<file path="src/rtl/record_stream_deframer_crc32_defines.svh">
// Assertion macros for the record deframer.
`ifndef RECORD_STREAM_DEFRAMER_CRC32_DEFINES_SVH
`define RECORD_STREAM_DEFRAMER_CRC32_DEFINES_SVH

// Same-cycle implication, disabled during reset.
`define RSDC_ASSERT_NOW(lbl, ante, cons, msg) \
	lbl: assert property (@(posedge clk) disable iff (!arst_n) (ante) |-> (cons)) \
		else $error(msg);

// Next-cycle implication, disabled during reset.
`define RSDC_ASSERT_NEXT(lbl, ante, cons, msg) \
	lbl: assert property (@(posedge clk) disable iff (!arst_n) (ante) |=> (cons)) \
		else $error(msg);

`endif

</file>
<file path="src/rtl/rsdc_pkg.sv">
// Types, codes and the bytewise CRC-32 for the record deframer.
`timescale 1ns / 1ps

package rsdc_pkg;

	localparam logic [31:0] REC_MAGIC      = 32'h5952_4C54;
	localparam logic [15:0] REC_VERSION    = 16'h0001;
	localparam logic [31:0] MAX_SIZE_RESET = 32'd65536;
	localparam logic [31:0] CRC_POLY       = 32'hEDB8_8320;
	localparam logic [31:0] CRC_INIT       = 32'hFFFF_FFFF;
	localparam logic [31:0] CRC_TRAILER    = 32'd4;

	typedef enum logic [2:0] {
		PH_HEADER  = 3'd0,
		PH_SIZE    = 3'd1,
		PH_PAYLOAD = 3'd2,
		PH_CRC     = 3'd3,
		PH_DONE    = 3'd4
	} phase_t;

	typedef enum logic [2:0] {
		KIND_HEADER  = 3'd0,
		KIND_BYTE    = 3'd1,
		KIND_REC_END = 3'd2,
		KIND_CLEAN   = 3'd3,
		KIND_ERROR   = 3'd4
	} kind_t;

	typedef enum logic [3:0] {
		ST_OK          = 4'd0,
		ST_TRUNC_HDR   = 4'd1,
		ST_BAD_MAGIC   = 4'd2,
		ST_BAD_VERSION = 4'd3,
		ST_SIZE_ZERO   = 4'd4,
		ST_TOO_LARGE   = 4'd5,
		ST_TOO_SMALL   = 4'd6,
		ST_TRUNC_REC   = 4'd7,
		ST_CRC_BAD     = 4'd8
	} status_t;

	typedef struct packed {
		logic       op;
		logic [7:0] data_byte;
	} in_beat_t;

	typedef struct packed {
		kind_t       kind;
		logic [7:0]  payload_byte;
		logic [15:0] header_flags;
		logic [31:0] payload_length;
		status_t     status;
	} out_beat_t;

	// Reflected CRC-32, one byte: eight shift-and-xor steps.
	function automatic logic [31:0] crc32_byte(input logic [31:0] crc, input logic [7:0] b);
		logic [31:0] c;
		c = crc ^ {24'd0, b};
		for (int i = 0; i < 8; i++) begin
			c = c[0] ? ((c >> 1) ^ CRC_POLY) : (c >> 1);
		end
		return c;
	endfunction

endpackage

</file>
<file path="src/rtl/record_stream_deframer_crc32.sv">
// Length-prefixed record deframer with per-record CRC-32 check.
// A result reaches out_data in the cycle after its input beat is taken.
// Throughput: one input beat per cycle unless the output stalls; per-byte work (CRC
//   byte step, field assembly, size checks) sits between state and result registers.
// Reset (arst_n low, asynchronous): header phase, counters and fields cleared,
//   CRC all ones, max_record_size back to 65536, result register empty.
`timescale 1ns / 1ps
`include "record_stream_deframer_crc32_defines.svh"

module record_stream_deframer_crc32
	import rsdc_pkg::*;
(
	input  logic        clk,
	input  logic        arst_n,
	// item channel
	input  logic        in_valid,
	output logic        in_ready,
	input  in_beat_t    in_data,
	// result channel
	output logic        out_valid,
	input  logic        out_ready,
	output out_beat_t   out_data,
	// max_record_size write channel
	input  logic        cfg_valid,
	output logic        cfg_ready,
	input  logic [31:0] cfg_data
);

	// Stream state. Halted is folded into the done phase.
	phase_t      phase_q;
	logic [2:0]  byte_count_q;
	logic [31:0] field_shift_q;
	logic [15:0] flags_word_q;
	logic [31:0] bytes_left_q;
	logic [31:0] rec_size_q;
	logic [31:0] crc_q;
	logic [31:0] max_size_q;

	// Result register
	logic        out_valid_q;
	out_beat_t   out_data_q;

	// Next values
	phase_t      phase_nxt;
	logic [2:0]  byte_count_nxt;
	logic [31:0] field_shift_nxt;
	logic [15:0] flags_word_nxt;
	logic [31:0] bytes_left_nxt;
	logic [31:0] rec_size_nxt;
	logic [31:0] crc_nxt;
	logic        res_valid;
	out_beat_t   res;

	logic        take;
	logic        is_end;
	logic [31:0] shifted;
	logic        field_last;
	logic        magic_bad;
	logic        ver_bad;
	logic        size_zero;
	logic        size_big;
	logic        size_small;
	logic        size_empty;
	logic        crc_bad;
	logic        pay_last;
	logic [31:0] size_less_crc;

	// The result register frees up when empty or when its beat leaves this cycle,
	// so a new item is taken while a finished result is handed off.
	assign in_ready  = !out_valid_q || out_ready;
	assign take      = in_valid && in_ready;
	assign cfg_ready = 1'b1;
	assign out_valid = out_valid_q;
	assign out_data  = out_data_q;

	assign is_end = in_data.op;

	// Drop the byte into its lane of the little-endian field being assembled.
	assign shifted = field_shift_q |
		({24'd0, in_data.data_byte} << {byte_count_q[1:0], 3'b000});

	assign field_last    = (byte_count_q[1:0] == 2'd3);
	assign magic_bad     = (shifted != REC_MAGIC);
	assign ver_bad       = (shifted[15:0] != REC_VERSION);
	assign size_zero     = (shifted == 32'd0);
	assign size_big      = (shifted > max_size_q);
	assign size_small    = (shifted[31:2] == 30'd0);
	assign size_empty    = (shifted == CRC_TRAILER);
	assign size_less_crc = shifted - CRC_TRAILER;
	assign crc_bad       = ((crc_q ^ CRC_INIT) != shifted);
	assign pay_last      = (bytes_left_q == 32'd1);

	// Phase sequencing
	always_comb begin
		phase_nxt = phase_q;
		unique case (phase_q)
			PH_HEADER: begin
				if (is_end) begin
					phase_nxt = PH_DONE;
				end else if (byte_count_q == 3'd3 && magic_bad) begin
					phase_nxt = PH_DONE;
				end else if (byte_count_q == 3'd7) begin
					phase_nxt = ver_bad ? PH_DONE : PH_SIZE;
				end
			end
			PH_SIZE: begin
				if (is_end) begin
					phase_nxt = PH_DONE;
				end else if (field_last) begin
					if (size_zero || size_big || size_small) begin
						phase_nxt = PH_DONE;
					end else begin
						phase_nxt = size_empty ? PH_CRC : PH_PAYLOAD;
					end
				end
			end
			PH_PAYLOAD: begin
				if (is_end) begin
					phase_nxt = PH_DONE;
				end else if (pay_last) begin
					phase_nxt = PH_CRC;
				end
			end
			PH_CRC: begin
				if (is_end) begin
					phase_nxt = PH_DONE;
				end else if (field_last) begin
					phase_nxt = crc_bad ? PH_DONE : PH_SIZE;
				end
			end
			default: begin
				phase_nxt = PH_DONE;
			end
		endcase
	end

	// Datapath updates and the result of this beat
	always_comb begin
		byte_count_nxt  = byte_count_q;
		field_shift_nxt = field_shift_q;
		flags_word_nxt  = flags_word_q;
		bytes_left_nxt  = bytes_left_q;
		rec_size_nxt    = rec_size_q;
		crc_nxt         = crc_q;
		res_valid       = 1'b0;
		res             = '0;
		res.kind        = KIND_ERROR;
		res.status      = ST_OK;

		unique case (phase_q)
			PH_HEADER: begin
				if (is_end) begin
					res_valid  = 1'b1;
					res.status = ST_TRUNC_HDR;
				end else begin
					field_shift_nxt = shifted;
					if (byte_count_q == 3'd3) begin
						if (magic_bad) begin
							res_valid  = 1'b1;
							res.status = ST_BAD_MAGIC;
						end else begin
							field_shift_nxt = '0;
							byte_count_nxt  = byte_count_q + 3'd1;
						end
					end else if (byte_count_q == 3'd7) begin
						// flags are latched even when the version fails
						flags_word_nxt = shifted[31:16];
						byte_count_nxt = 3'd0;
						res_valid      = 1'b1;
						if (ver_bad) begin
							res.status = ST_BAD_VERSION;
						end else begin
							field_shift_nxt  = '0;
							res.kind         = KIND_HEADER;
							res.header_flags = shifted[31:16];
						end
					end else begin
						byte_count_nxt = byte_count_q + 3'd1;
					end
				end
			end
			PH_SIZE: begin
				if (is_end) begin
					res_valid = 1'b1;
					if (byte_count_q == 3'd0) begin
						res.kind = KIND_CLEAN;
					end else begin
						res.status = ST_TRUNC_REC;
					end
				end else if (!field_last) begin
					field_shift_nxt = shifted;
					byte_count_nxt  = byte_count_q + 3'd1;
				end else begin
					field_shift_nxt = '0;
					byte_count_nxt  = 3'd0;
					// check order: zero, then too large, then too small
					if (size_zero) begin
						res_valid  = 1'b1;
						res.status = ST_SIZE_ZERO;
					end else if (size_big) begin
						res_valid  = 1'b1;
						res.status = ST_TOO_LARGE;
					end else if (size_small) begin
						res_valid  = 1'b1;
						res.status = ST_TOO_SMALL;
					end else begin
						rec_size_nxt   = size_less_crc;
						bytes_left_nxt = size_less_crc;
						crc_nxt        = CRC_INIT;
					end
				end
			end
			PH_PAYLOAD: begin
				res_valid = 1'b1;
				if (is_end) begin
					res.status = ST_TRUNC_REC;
				end else begin
					crc_nxt          = crc32_byte(crc_q, in_data.data_byte);
					bytes_left_nxt   = bytes_left_q - 32'd1;
					res.kind         = KIND_BYTE;
					res.payload_byte = in_data.data_byte;
					if (pay_last) begin
						byte_count_nxt  = 3'd0;
						field_shift_nxt = '0;
					end
				end
			end
			PH_CRC: begin
				if (is_end) begin
					res_valid  = 1'b1;
					res.status = ST_TRUNC_REC;
				end else if (!field_last) begin
					field_shift_nxt = shifted;
					byte_count_nxt  = byte_count_q + 3'd1;
				end else begin
					field_shift_nxt = '0;
					byte_count_nxt  = 3'd0;
					res_valid       = 1'b1;
					if (crc_bad) begin
						res.status = ST_CRC_BAD;
					end else begin
						res.kind           = KIND_REC_END;
						res.payload_length = rec_size_q;
					end
				end
			end
			default: begin
				// done: swallow every beat without a result
				res_valid = 1'b0;
			end
		endcase
	end

	// Stream state and configuration
	always_ff @(posedge clk or negedge arst_n) begin
		if (!arst_n) begin
			phase_q       <= PH_HEADER;
			byte_count_q  <= '0;
			field_shift_q <= '0;
			flags_word_q  <= '0;
			bytes_left_q  <= '0;
			rec_size_q    <= '0;
			crc_q         <= CRC_INIT;
			max_size_q    <= MAX_SIZE_RESET;
		end else begin
			if (cfg_valid && cfg_ready) begin
				max_size_q <= cfg_data;
			end
			if (take) begin
				phase_q       <= phase_nxt;
				byte_count_q  <= byte_count_nxt;
				field_shift_q <= field_shift_nxt;
				flags_word_q  <= flags_word_nxt;
				bytes_left_q  <= bytes_left_nxt;
				rec_size_q    <= rec_size_nxt;
				crc_q         <= crc_nxt;
			end
		end
	end

	// Result register: load on a producing beat, empty once the beat is taken.
	always_ff @(posedge clk or negedge arst_n) begin
		if (!arst_n) begin
			out_valid_q <= 1'b0;
		end else if (take) begin
			out_valid_q <= res_valid;
		end else if (out_ready) begin
			out_valid_q <= 1'b0;
		end
	end

	always_ff @(posedge clk) begin
		if (take && res_valid) begin
			out_data_q <= res;
		end
	end

	// Checks on the sequencing
	`RSDC_ASSERT_NEXT(a_done_sticky, phase_q == PH_DONE, phase_q == PH_DONE,
		"done phase left before reset")
	`RSDC_ASSERT_NOW(a_final_is_done,
		out_valid_q && (out_data_q.kind == KIND_ERROR || out_data_q.kind == KIND_CLEAN),
		phase_q == PH_DONE, "error or clean end shown while stream still active")
	`RSDC_ASSERT_NOW(a_payload_nonempty, phase_q == PH_PAYLOAD, bytes_left_q != 32'd0,
		"payload phase with no bytes left")
	`RSDC_ASSERT_NOW(a_field_count, phase_q == PH_SIZE || phase_q == PH_CRC,
		byte_count_q[2] == 1'b0, "field byte count past four")

	// flags word is kept for status visibility; hold it stable once the header passes
	`RSDC_ASSERT_NEXT(a_flags_hold, phase_q == PH_PAYLOAD,
		flags_word_q == $past(flags_word_q), "flags word changed after header")

endmodule

</file>
<file path="config.mk">
export PLATFORM = sky130hd
export DESIGN_NAME = record_stream_deframer_crc32
export DESIGN_NICKNAME = d
export VERILOG_FILES = /design/src/rtl/rsdc_pkg.sv /design/src/rtl/record_stream_deframer_crc32.sv
export VERILOG_INCLUDE_DIRS = /design/src /design/src/rtl
export SDC_FILE = /design/constraint.sdc
export NUM_CORES = 1
export LEC_CHECK = 0
export BUFFER_PORTS_ARGS = -buffer_cell sky130_fd_sc_hd__buf_2
export CAP_MARGIN = 20
export CORE_UTILIZATION = 25
export DETAILED_ROUTE_END_ITERATION = 16
export PLACE_DENSITY_LB_ADDON = 0.2
export SYNTH_ARGS = -nofsm -noshare
export SYNTH_HDL_FRONTEND = slang
export SYNTH_SLANG_ARGS = --single-unit
export TNS_END_PERCENT = 50
</file>
<file path="constraint.sdc">
create_clock -name clk -period 23.4 [get_ports clk]
set_clock_uncertainty 0.15 [all_clocks]
set_input_delay 2.34 -clock clk [delete_from_list [all_inputs] [get_ports clk]]
set_output_delay 2.34 -clock clk [all_outputs]
set_load 0.05 [all_outputs]
</file>
* Word-level counts from Yosys, hierarchy flattened *
Index checks and enable logic that the tools add are counted.

cells by class
  $add $sub $neg = 3
  $lt $le $gt $ge = 1
  equal/unequal tests = 25
  shifts and indexed selects = 1
  muxes and demuxes = 96
  bitwise gates (word level) = 20
  reductions and logical operators = 23

operators with widths
  cell                     number
  $mux W32                 29
  $pmux W32 S2             2
  $not A13 Y14             8
  $mux W3                  35
  $pmux W32 S3             1
  $eq A32 B1 Y1 const B    1
  $eq A32 B3 Y1 const B    1
  $gt A32 B32 Y1           1
  $logic_not A32 Y1        1
  $ne A32 B31 Y1 const B   1
  $ne A32 B32 Y1           1
  $not A32 Y32             1
  $or A32 B32 Y32          1
  $shl A8 B5 Y32           1
  $sub A32 B1 Y32 const B  1
  $sub A32 B3 Y32 const B  1
  $xor A32 B8 Y32          1
  $logic_not A30 Y1        1
  $mux W4                  6
  $pmux W3 S4              2
  $ne A2 B2 Y1 const B     9
  $ne A16 B1 Y1 const B    1
  $pmux W4 S4              1
  $mux W1                  14
  other kinds (25)         48

word-level totals
  register bits = 230
  input port bits = 46
  output and inout port bits = 66

* Logic depth before layout (Yosys ltp) *
Gate-level depths: netlist of run 1.

  depth after elaboration = 19
  depth in mapped cells = 15
  depth with buffers taken out = 12

* Worst setup path after synthesis of run 1 *
Ideal clock, no wire load.

  kind = input port to flip-flop
  from = in in_data[7] in the netlist's numbering
  to = reg out_data_q (netlist bit out_data[0]) (enable)
  setup time = 0.598 ns
  arrival = 9.165 ns
  path slack = 13.487 ns
  cell stages on the path = 11
  buffers on the path = 1
  cell sequence = clkbuf_1 nor2b_1 a21oi_1 inv_1 ha_1 nand4_1 nor4_1 a31oi_1 nand2_1 o21ai_0 a311oi_1

between the ends
  cells in the longest elaborated chain, start to end = 10
  elaborated cells between the ends (all ways) = 16

RTL lines
  item                                                                    RTL line                             text
  from (decl)                                                             record_stream_deframer_crc32.sv:18   input in_beat_t in_data,
  $shl A8 B5 Y32 *                                                        record_stream_deframer_crc32.sv:80   ({24'd0, in_data.data_byte} << {byte_count_q[1:0], 3'b000});
  $or A32 B32 Y32 *                                                       record_stream_deframer_crc32.sv:79   assign shifted = field_shift_q |
  net shifted[23]                                                         record_stream_deframer_crc32.sv:56   logic [31:0] shifted;
  parallel branches: the longest is 6 deep, another holds $gt A32 B32 Y1  -
  $pmux W1 S4 *                                                           record_stream_deframer_crc32.sv:150  unique case (phase_q)
  $logic_and A1 B1 Y1 *                                                   record_stream_deframer_crc32.sv:293  if (take && res_valid) begin
  to (signal assigned)                                                    record_stream_deframer_crc32.sv:294  out_data_q <= res;
  to (decl)                                                               record_stream_deframer_crc32.sv:41   out_beat_t out_data_q;

Mark *: on every way through the listed nets, which the timed path passes.
A chain may end at the register's enable or synchronous reset.

* Worst setup path after layout of run 1 *
  from = in in_data[5] in the netlist's numbering
  to = reg crc_q[3]

between the ends
  elaborated cells between the ends (all ways) = 20

RTL lines
  item                                          RTL line                             text
  $shl A8 B5 Y32 *                              record_stream_deframer_crc32.sv:80
  $or A32 B32 Y32 *                             record_stream_deframer_crc32.sv:79
  net shifted[21]                               record_stream_deframer_crc32.sv:56
  $gt A32 B32 Y1, or another cell as far along  record_stream_deframer_crc32.sv:86   assign size_big = (shifted > max_size_q);
  $ne A2 B2 Y1 (no line)                        -
  $reduce_and A8 Y1 (no line) *                 -
  to (signal assigned)                          record_stream_deframer_crc32.sv:276  crc_q <= crc_nxt;
  to (decl)                                     record_stream_deframer_crc32.sv:36   logic [31:0] crc_q;

The timed path passes the listed nets; every way through them passes the cells marked *. The select of a mux whose other input is x is not followed.

==> qor.txt, run 1 <==
Critical Path Source -> in_data[5]
R2R cell count -> 15
Final Cycle Share -> 0.287
DR iter-0 viols -> 1050
Initial Util -> 0.255
Hold path depth -> 1
I/O Buffers -> 110
Pre-antenna DRT Iters -> 5
Commonest cells after routing, fill and taps aside -> nand2_1, dfrtp_1, nor2_1
Max IR drop VDD -> 0.0000486 V
Tmin final -> 6.71 ns
Final setup violation count -> 0
Slew HR -> 0.297
Antenna-violating nets left -> 0
GRT Residual Overflow -> 0
Reg2reg end -> crc_q[3]
Startpoint of the worst hold path -> rec_size_q[23]
Via density -> 5.20
Required @ worst endpoint -> 23.75 ns
Wire length per cell -> 22.9 microns
I/O pins -> 112
CP Class -> in -> reg
Share of the synthesized area in the top cell type -> 0.248
Asr flop ratio synth -> 0.726
Outcome -> finished clean
Number of global-route vias before repair -> 11477
First-pass GRT wire length -> 77100 microns
Placer Congestion -> 0.962
Crit path launch type -> input port
Fillers -> 5633
Slew @ Worst Pin -> 1.06 ns
Final Hold Viols -> 0
Max cap viols -> 0
Via count -> 11683
Met2 global-route usage -> 0.303
CTS tree -> built
FF+latch count, synth -> 230
Post-cts resize count -> 0
Unrepaired setup endpoints after global routing -> no
H-tree depth -> 1
Seq/Total Area, Yosys -> 0.453
DRT Wirelength -> 51500 microns
GR Util met3 -> 0.0236
F_max -> 0.149 GHz
Hold-fix buffers at CTS -> 0
Worst Hold End -> rec_size_q[23]
Most used flip-flop cell after synthesis -> dfrtp_1
Clock Latency Late Sink -> 0.58 ns
Layout cells sized above 1 -> 0.162
M1 GR Usage -> 0.262
Total design power -> 1830 uW
Die area -> 0.0549 sq mm
Static leakage -> 0.00653 uW
Reg clk slew, reported paths -> 0.06 ns
Most common cell after layout, fill and taps aside -> nand2_1
Mapped Cells -> 1448
Post-synth EDFFs -> 63
Yosys warns -> 0
Post-Syn Nets -> 1536
HPWL Detailed -> 37800 microns
Most Crowded Layer GR -> met2
Data arrival time of the critical path -> 7.07 ns
Cts bufs inserted -> 28
Antenna violations before repair -> 1
Core ar. -> 0.0530 sq mm
Largest net degree at the start of global routing -> 73
Clock sink count -> 230
Reg2reg start -> byte_count_q[0]
Setup bufs post-CTS -> 0
Fin Setup TNS -> 0 ns
Leading area contributor after synthesis -> dfrtp_1
Syn_area_per_cell -> 9.32 sq um
Rows -> 84
Die extent in y -> 234 microns
Crit end category -> register
Syn Std Cell Area -> 0.0135 sq mm
Die W -> 234 microns
Remaining DRCs -> 0
Root buf cell -> clkbuf_16
Max Fanout on Critical Path -> 54
Syn-to-layout area delta -> 16.7%
P per Cell Area -> 116 mW/mm^2
R2r setup slk -> 17.70 ns
Slew Limit Fails -> 0
Synth cell types -> 77
Final #Nets -> 1624
Area contributors post-synth -> dfrtp_1, edfxtp_1, dfstp_2
Type of the worst min-delay path -> reg -> reg
Tot GR Track Use -> 0.189
Max Buffers Root-to-Sink -> 3
-- worst max-delay path: stages --
cell       delay (ns)
buf_2            0.27
a21oi_1          0.70
inv_1            0.18
ha_1             0.36
nand4_1          0.13
nor4_1           0.37
inv_1            0.08
a2bb2oi_1        0.14
a31oi_1          0.72
a41oi_4          0.18
buf_4            0.33
nor2_2           0.51
buf_4            0.34
mux2_2           0.36
-- cells in the mapped netlist (17+ instances only) --
cell	instances
nand2_1	139
and2_1	36
and3_1	17
clkbuf_1	54
o31ai_1	25
nand3_1	28
o21ai_0	125
dfrtp_1	134
a22oi_1	19
xnor2_1	82
edfxtp_1	63
nor2_1	130
nor4_1	22
mux2_2	24
nand4_1	37
dfstp_2	33
a21oi_1	76
inv_1	86
nor3_1	25
mux2_1	26
ha_1	42
-- flip-flops by register name, summed over array words and instances, names as in the netlist --
signal and cells:
out_valid 1, field_shift_q 32, max_size_q 32, out_data 63
rec_size_q 32, phase_q 3, bytes_left_q 32, byte_count_q 3
crc_q 32
-- metal layers --
| layer | vias to the layer above | part of all wire | wire length (microns) |
|---|---|---|---|
| li1 | 5350 | - | - |
| met1 | 5785 | 0.44 | 22700 |
| met2 | 462 | 0.47 | 24000 |
| met3 | 86 | 0.063 | 3240 |
| met4 | 0 | 0.032 | 1630 |
| met5 | - | 0 | 0 |
-- cell families after synthesis --
group,Yosys count,synth area share
AOI/OAI and AO/OA,357,0.165
and+or+nand+nor,500,0.182
other,1,0.000278
buffers and inverters,161,0.0476
DFF,230,0.453
xor gates and xnor gates,98,0.0636
adders and majority gates,42,0.0389
muxes,59,0.0493
-- through the flow --
| stage | instance area (sq um) | worst slack (ns) | std cells | hold slack [ns] | util |
|---|---|---|---|---|---|
| after global placement | 14800 | 16.33 | 2192 | 0.321 | 0.279 |
| after global routing | 15700 | 16.53 | 2245 | 0.354 | 0.297 |
| final | 15700 | 16.69 | 2246 | 0.332 | 0.297 |
| after floorplan | 13500 | 13.49 | 1448 | 0.299 | - |
| after CTS | 15700 | 16.81 | 2243 | 0.334 | 0.297 |
| after detailed placement | 14800 | 16.18 | 2192 | 0.320 | 0.279 |
-- final cells by class --
cell class / count / area, sq um / share of cell area
clock buffers: 39 / 802 / 0.0509
well taps: 688 / 861 / 0.0547
inverters: 86 / 323 / 0.0205
repair buffers: 133 / 744 / 0.0473
multi-input cells: 1057 / 6790 / 0.431
diodes: 1 / 2.50 / 0.000159
flip-flops and latches: 230 / 6110 / 0.388
clock inverters: 12 / 109 / 0.00691
-- worst max path at each step --
stage / slack (ns) / cells past startpoint / endpoint
6_report: 16.69 / 14 / crc_q[3]
5_1_grt: 16.53 / 15 / crc_q[18]
4_1_cts: 16.81 / 14 / crc_q[14]
3_5_place_dp: 16.18 / 13 / bytes_left_q[11]
3_3_place_gp: 16.33 / 15 / crc_q[3]
2_1_floorplan: 13.49 / 11 / out_data[0]
-- power breakdown --
part           leakage (uW)  switching, uW  internal (uW)
clock              0.000430            185            250
sequential          0.00268            120            494
combinational       0.00342            486            298
total               0.00653            791           1040
No activity file was read; power rests on OpenSTA's default activity.
==> inputs of run 2 (changes only) <==
==> constraint.sdc (replaced) <==
create_clock -name clk -period 5.59 [get_ports clk]
set_clock_uncertainty 0.15 [all_clocks]
set_input_delay 0.559 -clock clk [delete_from_list [all_inputs] [get_ports clk]]
set_output_delay 0.559 -clock clk [all_outputs]
set_load 0.05 [all_outputs]
==> run 2 against run 1 <==
Compared with the run above:
- utilization grew 0.35 points
- sequential share of layout area shrank 0.46 points
- final cell count grew 0.62%
- non-clock buffer count grew 14
- highest routed layer unchanged
- register-to-register slack lost 17 ns
- hold slack lost 0.28 ns
- cell area grew 1.2%
- critical path depth is the same
- routed wire length grew 5.1%
- critical path type is now reg -> reg
==> qor.txt, run 2 (synthesis gave the netlist of run 1 again) <==
Type of the worst min-delay path -> in -> reg
Unrepaired setup endpoints after global routing -> no
Data arrival time of the critical path -> 5.19 ns
Crit end category -> register
Final #Nets -> 1638
F_max -> 0.196 GHz
Clock Latency Late Sink -> 0.57 ns
DR iter-0 viols -> 1172
Pre-antenna DRT Iters -> 7
Setup bufs post-CTS -> 0
Remaining DRCs -> 0
Max Fanout on Critical Path -> 63
Slew Limit Fails -> 0
Core ar. -> 0.0530 sq mm
Most common cell after layout, fill and taps aside -> nand2_1
Die W -> 234 microns
Dpl ws -> 0.600 ns
I/O pins -> 112
Top delay family on crit path -> compound AO/OA/AOI/OAI gates
Die extent in y -> 234 microns
Max reg flops -> 63
Final Hold Viols -> 0
Slew @ Worst Pin -> 1.15 ns
Layout cells sized above 1 -> 0.171
Total design power -> 7760 uW
Max IR drop VDD -> 0.000234 V
Static leakage -> 0.00665 uW
GRT Residual Overflow -> 0
Final Cycle Share -> 0.913
Dpl cells -> 2207
I/O Buffers -> 110
P per Cell Area -> 487 mW/mm^2
Slew HR -> 0.228
CP max-delay cell -> dfrtp_1
Reg clk slew, reported paths -> 0.06 ns
Placer Congestion -> 0.983
Tmin final -> 5.10 ns
Syn-to-layout area delta -> 18.1%
Clock sink count -> 230
Number of global-route vias before repair -> 11578
Crit path launch type -> register
First-pass GRT wire length -> 79900 microns
Max stage delay on crit path -> 0.80 ns
CTS tree -> built
Post-cts resize count -> 0
Cell chain of the critical path -> inv_1 -> a31oi_1 -> inv_1 -> ha_1 -> nand4_1 -> nor3_1 -> a21boi_0 -> nand4b_1 -> a31oi_1 -> buf_4 -> nand2_1 -> o21ai_0 -> a311oi_4 -> buf_12
Final worst setup slack -> 0.487 ns
DRT Wirelength -> 54100 microns
Commonest cells after routing, fill and taps aside -> nand2_1, dfrtp_1, nor2_1
WP buf/inv -> 4
Antenna diodes -> 0
Largest net degree at the start of global routing -> 103
Die area -> 0.0549 sq mm
Fin Setup TNS -> 0 ns
H-tree depth -> 1
Max Buffers Root-to-Sink -> 3
Critical Path Source -> byte_count_q[1]
Wire length per cell -> 24.0 microns
HPWL Detailed -> 41100 microns
Via count -> 11694
Final setup violation count -> 0
Non-Filler Instances -> 2260
Required @ worst endpoint -> 5.67 ns
Tot GR Track Use -> 0.199
Reg2reg start -> byte_count_q[1]
Rows -> 84
Antenna-violating nets left -> 0
Max cap viols -> 0
Via density -> 5.17
Antenna violations before repair -> 1
Initial Util -> 0.255
Startpoint of the worst hold path -> cfg_data[4]
CP Class -> reg -> reg
Cts bufs inserted -> 28
Outcome -> finished clean
Root buf cell -> clkbuf_16
[run 2: cell count changes in the layout (fill, tap and decap cells not counted), moves of 2 or more]
cell,previous run,this run
buf_8,2,0
buf_4,21,30
clkinv_4,2,0
clkbuf_1,5,2
bufinv_16,1,3
clkinv_2,0,6
clkinvlp_4,4,2
clkbuf_8,6,2
buf_12,0,6
inv_6,0,3
[run 2: cell type report]
class,count,area [sq um]
well taps,688,861
multi-input cells,1057,6790
clock buffers,32,736
flip-flops and latches,230,6110
fillers,5588,37000
repair buffers,147,912
inverters,86,323
clock inverters,20,204
[run 2: what timing repair did]
action                                 4_1_cts  5_1_grt
setup endpoints to repair                    0        0
hold buffers                                 1        0
endpoints found under the hold margin       50        0
[run 2: tightest hold or removal path: cells and delay by family]
family | cells | cell delay (ns)
AO/OA/AOI/OAI | 1 | 0.06
AND/OR/NAND/NOR | 1 | 0.04
buffers and inverters | 1 | 0.08
[run 2: power breakdown]
group          switching, uW  total (uW)  internal [uW]
Sequential               543        2610           2070
Combinational           2010        3280           1270
Clock                    771        1860           1090
[run 2: worst paths after layout]
check,endpoint,slack [ns],cells past startpoint
setup reg to reg,out_data[10],0.49,14
setup / recovery,out_data[10],0.49,14
min in group asynchronous,max_size_q[8],0.44,2
hold reg to reg,rec_size_q[18],0.33,1
hold / removal,max_size_q[4],0.05,3
max in group asynchronous,rec_size_q[24],3.84,3
[run 2: metal layers]
layer | vias up | global-route usage | part of all wire
li1 | 5395 | - | -
met3 | 70 | 0.0244 | 0.057
met5 | - | 0 | 0
met4 | 0 | 0.0651 | 0.032
met2 | 423 | 0.316 | 0.46
met1 | 5806 | 0.279 | 0.45
[run 2: stage by stage]
stage                      util  area, sq um  hold WS (ns)
after floorplan               -        13500         0.113
after global placement    0.283        15000         0.316
after detailed placement  0.283        15000         0.320
after CTS                 0.301        15900        0.0262
after global routing      0.301        15900        0.0443
final                     0.301        15900        0.0491
==> inputs of run 3 (changes only) <==
--- a/config.mk
+++ b/config.mk
@@ -10,7 +10,7 @@
 export CAP_MARGIN = 20
 export CORE_UTILIZATION = 25
 export DETAILED_ROUTE_END_ITERATION = 16
-export PLACE_DENSITY_LB_ADDON = 0.2
+export RECOVER_POWER = 25
 export SYNTH_ARGS = -nofsm -noshare
 export SYNTH_HDL_FRONTEND = slang
 export SYNTH_SLANG_ARGS = --single-unit
==> run 3 against run 2 <==
Compared with the run above:
- critical endpoint is now out_data[11]
- sequential power hardly changed
- utilization hardly changed
- largest cell class unchanged
- highest routed layer unchanged
- first-iteration DRC count is 11% higher
- final cell count is 0.27% higher
- non-clock buffer count is 7 higher
- register-to-register slack worse by 0.07 ns
- the flow now finishes with violations (max-capacitance violations, max-slew violations)
- cell area hardly changed
- largest power group unchanged
- clock-buffer cell count is 2 lower
- setup slack worse by 0.067 ns
- critical path type unchanged
- sequential share of layout area hardly changed
- die area stayed put
- hold slack better by 0.0058 ns
==> qor.txt, run 3 (synthesis gave the netlist of run 1 again) <==
Outcome -> complete, but fails checks
Failing checks -> max-capacitance violations, max-slew violations
Final Cycle Share -> 0.925
Reg clk slew, reported paths -> 0.07 ns
Slew HR -> -1.23
Data arrival time of the critical path -> 5.30 ns
WP buf/inv -> 5
P per Cell Area -> 485 mW/mm^2
Die W -> 234 microns
HPWL Detailed -> 38800 microns
CP max-delay cell -> a21oi_1
Dpl ws -> 0.627 ns
H-tree depth -> 1
Final Hold Viols -> 0
Most common cell after layout, fill and taps aside -> nand2_1
CTS tree -> built
Register area -> 0.00611 sq mm
DR iter-0 viols -> 1305
Max cap viols -> 2
Placer Congestion -> 1.01
Via count -> 12008
Post-cts resize count -> 0
Via density -> 5.30
Max stage delay on crit path -> 0.84 ns
Pre-antenna DRT Iters -> 9
Layout cells sized above 1 -> 0.164
GR Util met3 -> 0.0226
Reg2reg end -> out_data[11]
Antenna diodes -> 0
Fillers -> 5595
Logic pwr share -> 0.428
Worst Hold End -> max_size_q[13]
Area of the multi-input gates -> 0.00679 sq mm
Slew @ Worst Pin -> 3.34 ns
Cell chain of the critical path -> buf_4 -> nor2b_1 -> a21oi_1 -> inv_1 -> ha_1 -> nand4_1 -> nor4_1 -> inv_1 -> a2bb2oi_1 -> a31oi_1 -> buf_4 -> nand2_1 -> o21ai_0 -> a311oi_4 -> buf_12
Clock Latency Late Sink -> 0.57 ns
Sw frac -> 0.430
Final worst setup slack -> 0.420 ns
Final #Nets -> 1645
Slew Limit Fails -> 119
I/O pins -> 112
Initial Util -> 0.255
M1 GR Usage -> 0.258
Max Buffers Root-to-Sink -> 3
Fin Setup TNS -> 0 ns
Wire length per cell -> 22.9 microns
Final setup violation count -> 0
Max Fanout on Critical Path -> 63
Commonest cells after routing, fill and taps aside -> nand2_1, dfrtp_1, nor2_1
Top delay family on crit path -> compound AO/OA/AOI/OAI gates
Cts bufs inserted -> 28
Core ar. -> 0.0530 sq mm
Switching power of the nets -> 3320 uW
Antenna-violating nets left -> 0
Startpoint of the worst hold path -> cfg_data[13]
Number of global-route vias before repair -> 11774
Die area -> 0.0549 sq mm
Most Crowded Layer GR -> met2
Crit path launch type -> register
Syn-to-layout area delta -> 18.0%
Antenna violations before repair -> 0
R2r setup slk -> 0.42 ns
Hold path depth -> 3
Root buf cell -> clkbuf_16
Flop pwr share -> 0.337
Die extent in y -> 234 microns
Static leakage -> 0.00659 uW
R2R cell count -> 15
Largest net degree at the start of global routing -> 114
Internal power -> 4400 uW
Crit end category -> register
Required @ worst endpoint -> 5.72 ns
GRT Residual Overflow -> 0
Tot GR Track Use -> 0.188
F_max -> 0.193 GHz
Max IR drop VDD -> 0.000209 V
Reg2reg start -> byte_count_q[1]
DRT Wirelength -> 51900 microns
CP Class -> reg -> reg
Remaining DRCs -> 0
Clock sink count -> 230
I/O Buffers -> 110
Rows -> 84
Unrepaired setup endpoints after global routing -> no
First-pass GRT wire length -> 77200 microns
Tmin final -> 5.17 ns
Type of the worst min-delay path -> in -> reg
Clk pwr share -> 0.235
Met2 global-route usage -> 0.300
Critical Path Source -> byte_count_q[1]
Max reg flops -> 63
run 3: changes by cell type in the layout (fill, tap and decap cells not counted), moves of 2 or more:
cell,change
clkinvlp_4,+4
clkbuf_8,-2
clkbuf_1,+18
buf_2,-18
buf_4,+8
clkinv_4,+2
run 3: how the worst max path moves through the flow:
stage	slack, ns	cells past startpoint	to
floorplan	0.52	14	out_data[0]
global placement	0.66	15	rec_size_q[9]
detailed placement	0.63	15	rec_size_q[7]
CTS	0.58	15	rec_size_q[7]
global route	0.35	15	out_data[57]
finish	0.42	15	out_data[11]
run 3: power groups by stage:
| stage | Combinational, uW | Clock (uW) | Sequential [uW] |
|---|---|---|---|
| after detailed placement | 3250 | 0 | 2600 |
| after global routing | 3580 | 1930 | 2610 |
| after global placement | 3250 | 0 | 2600 |
| after CTS | 3270 | 1860 | 2570 |
| after floorplan | 2320 | 0 | 2320 |
| final | 3310 | 1820 | 2600 |
run 3: tightest hold or removal path, cell delays in order:
cell	delay, ns
buf_2	0.08
nand2_1	0.04
o21ai_0	0.06
run 3: layout make-up:
class	count	area share
inverter	86	0.0203
clock inverter	21	0.0118
tap	688	0.0541
timing repair buffer	154	0.0579
clock buffer	30	0.0458
sequential	230	0.384
multi-input combinational	1057	0.426
run 3: timing repair:
| action | CTS | global route |
|---|---|---|
| hold buffers | 1 | 0 |
| setup buffers | 0 | 0 |
| hold endpoints to repair | 46 | 0 |
| endpoints found under the setup margin | 0 | 0 |
run 3: per-stage QoR:
step	util	hold slack, ns	cell area [sq um]	total power, uW	cells
2_1_floorplan	-	0.113	13500	4630	1448
3_3_place_gp	0.284	0.313	15000	5850	2214
3_5_place_dp	0.284	0.320	15000	5840	2214
4_1_cts	0.301	0.0383	16000	7700	2266
5_1_grt	0.301	0.0629	15900	8130	2266
6_report	0.301	0.0549	15900	7730	2266
run 3: routing by layer:
| layer | wire length, microns | part of all wire | up-vias |
|---|---|---|---|
| met5 | 0 | 0 | - |
| met4 | 1930 | 0.037 | 0 |
| met3 | 3620 | 0.070 | 102 |
| met2 | 23600 | 0.46 | 570 |
| met1 | 22700 | 0.44 | 5936 |
| li1 | - | - | 5400 |
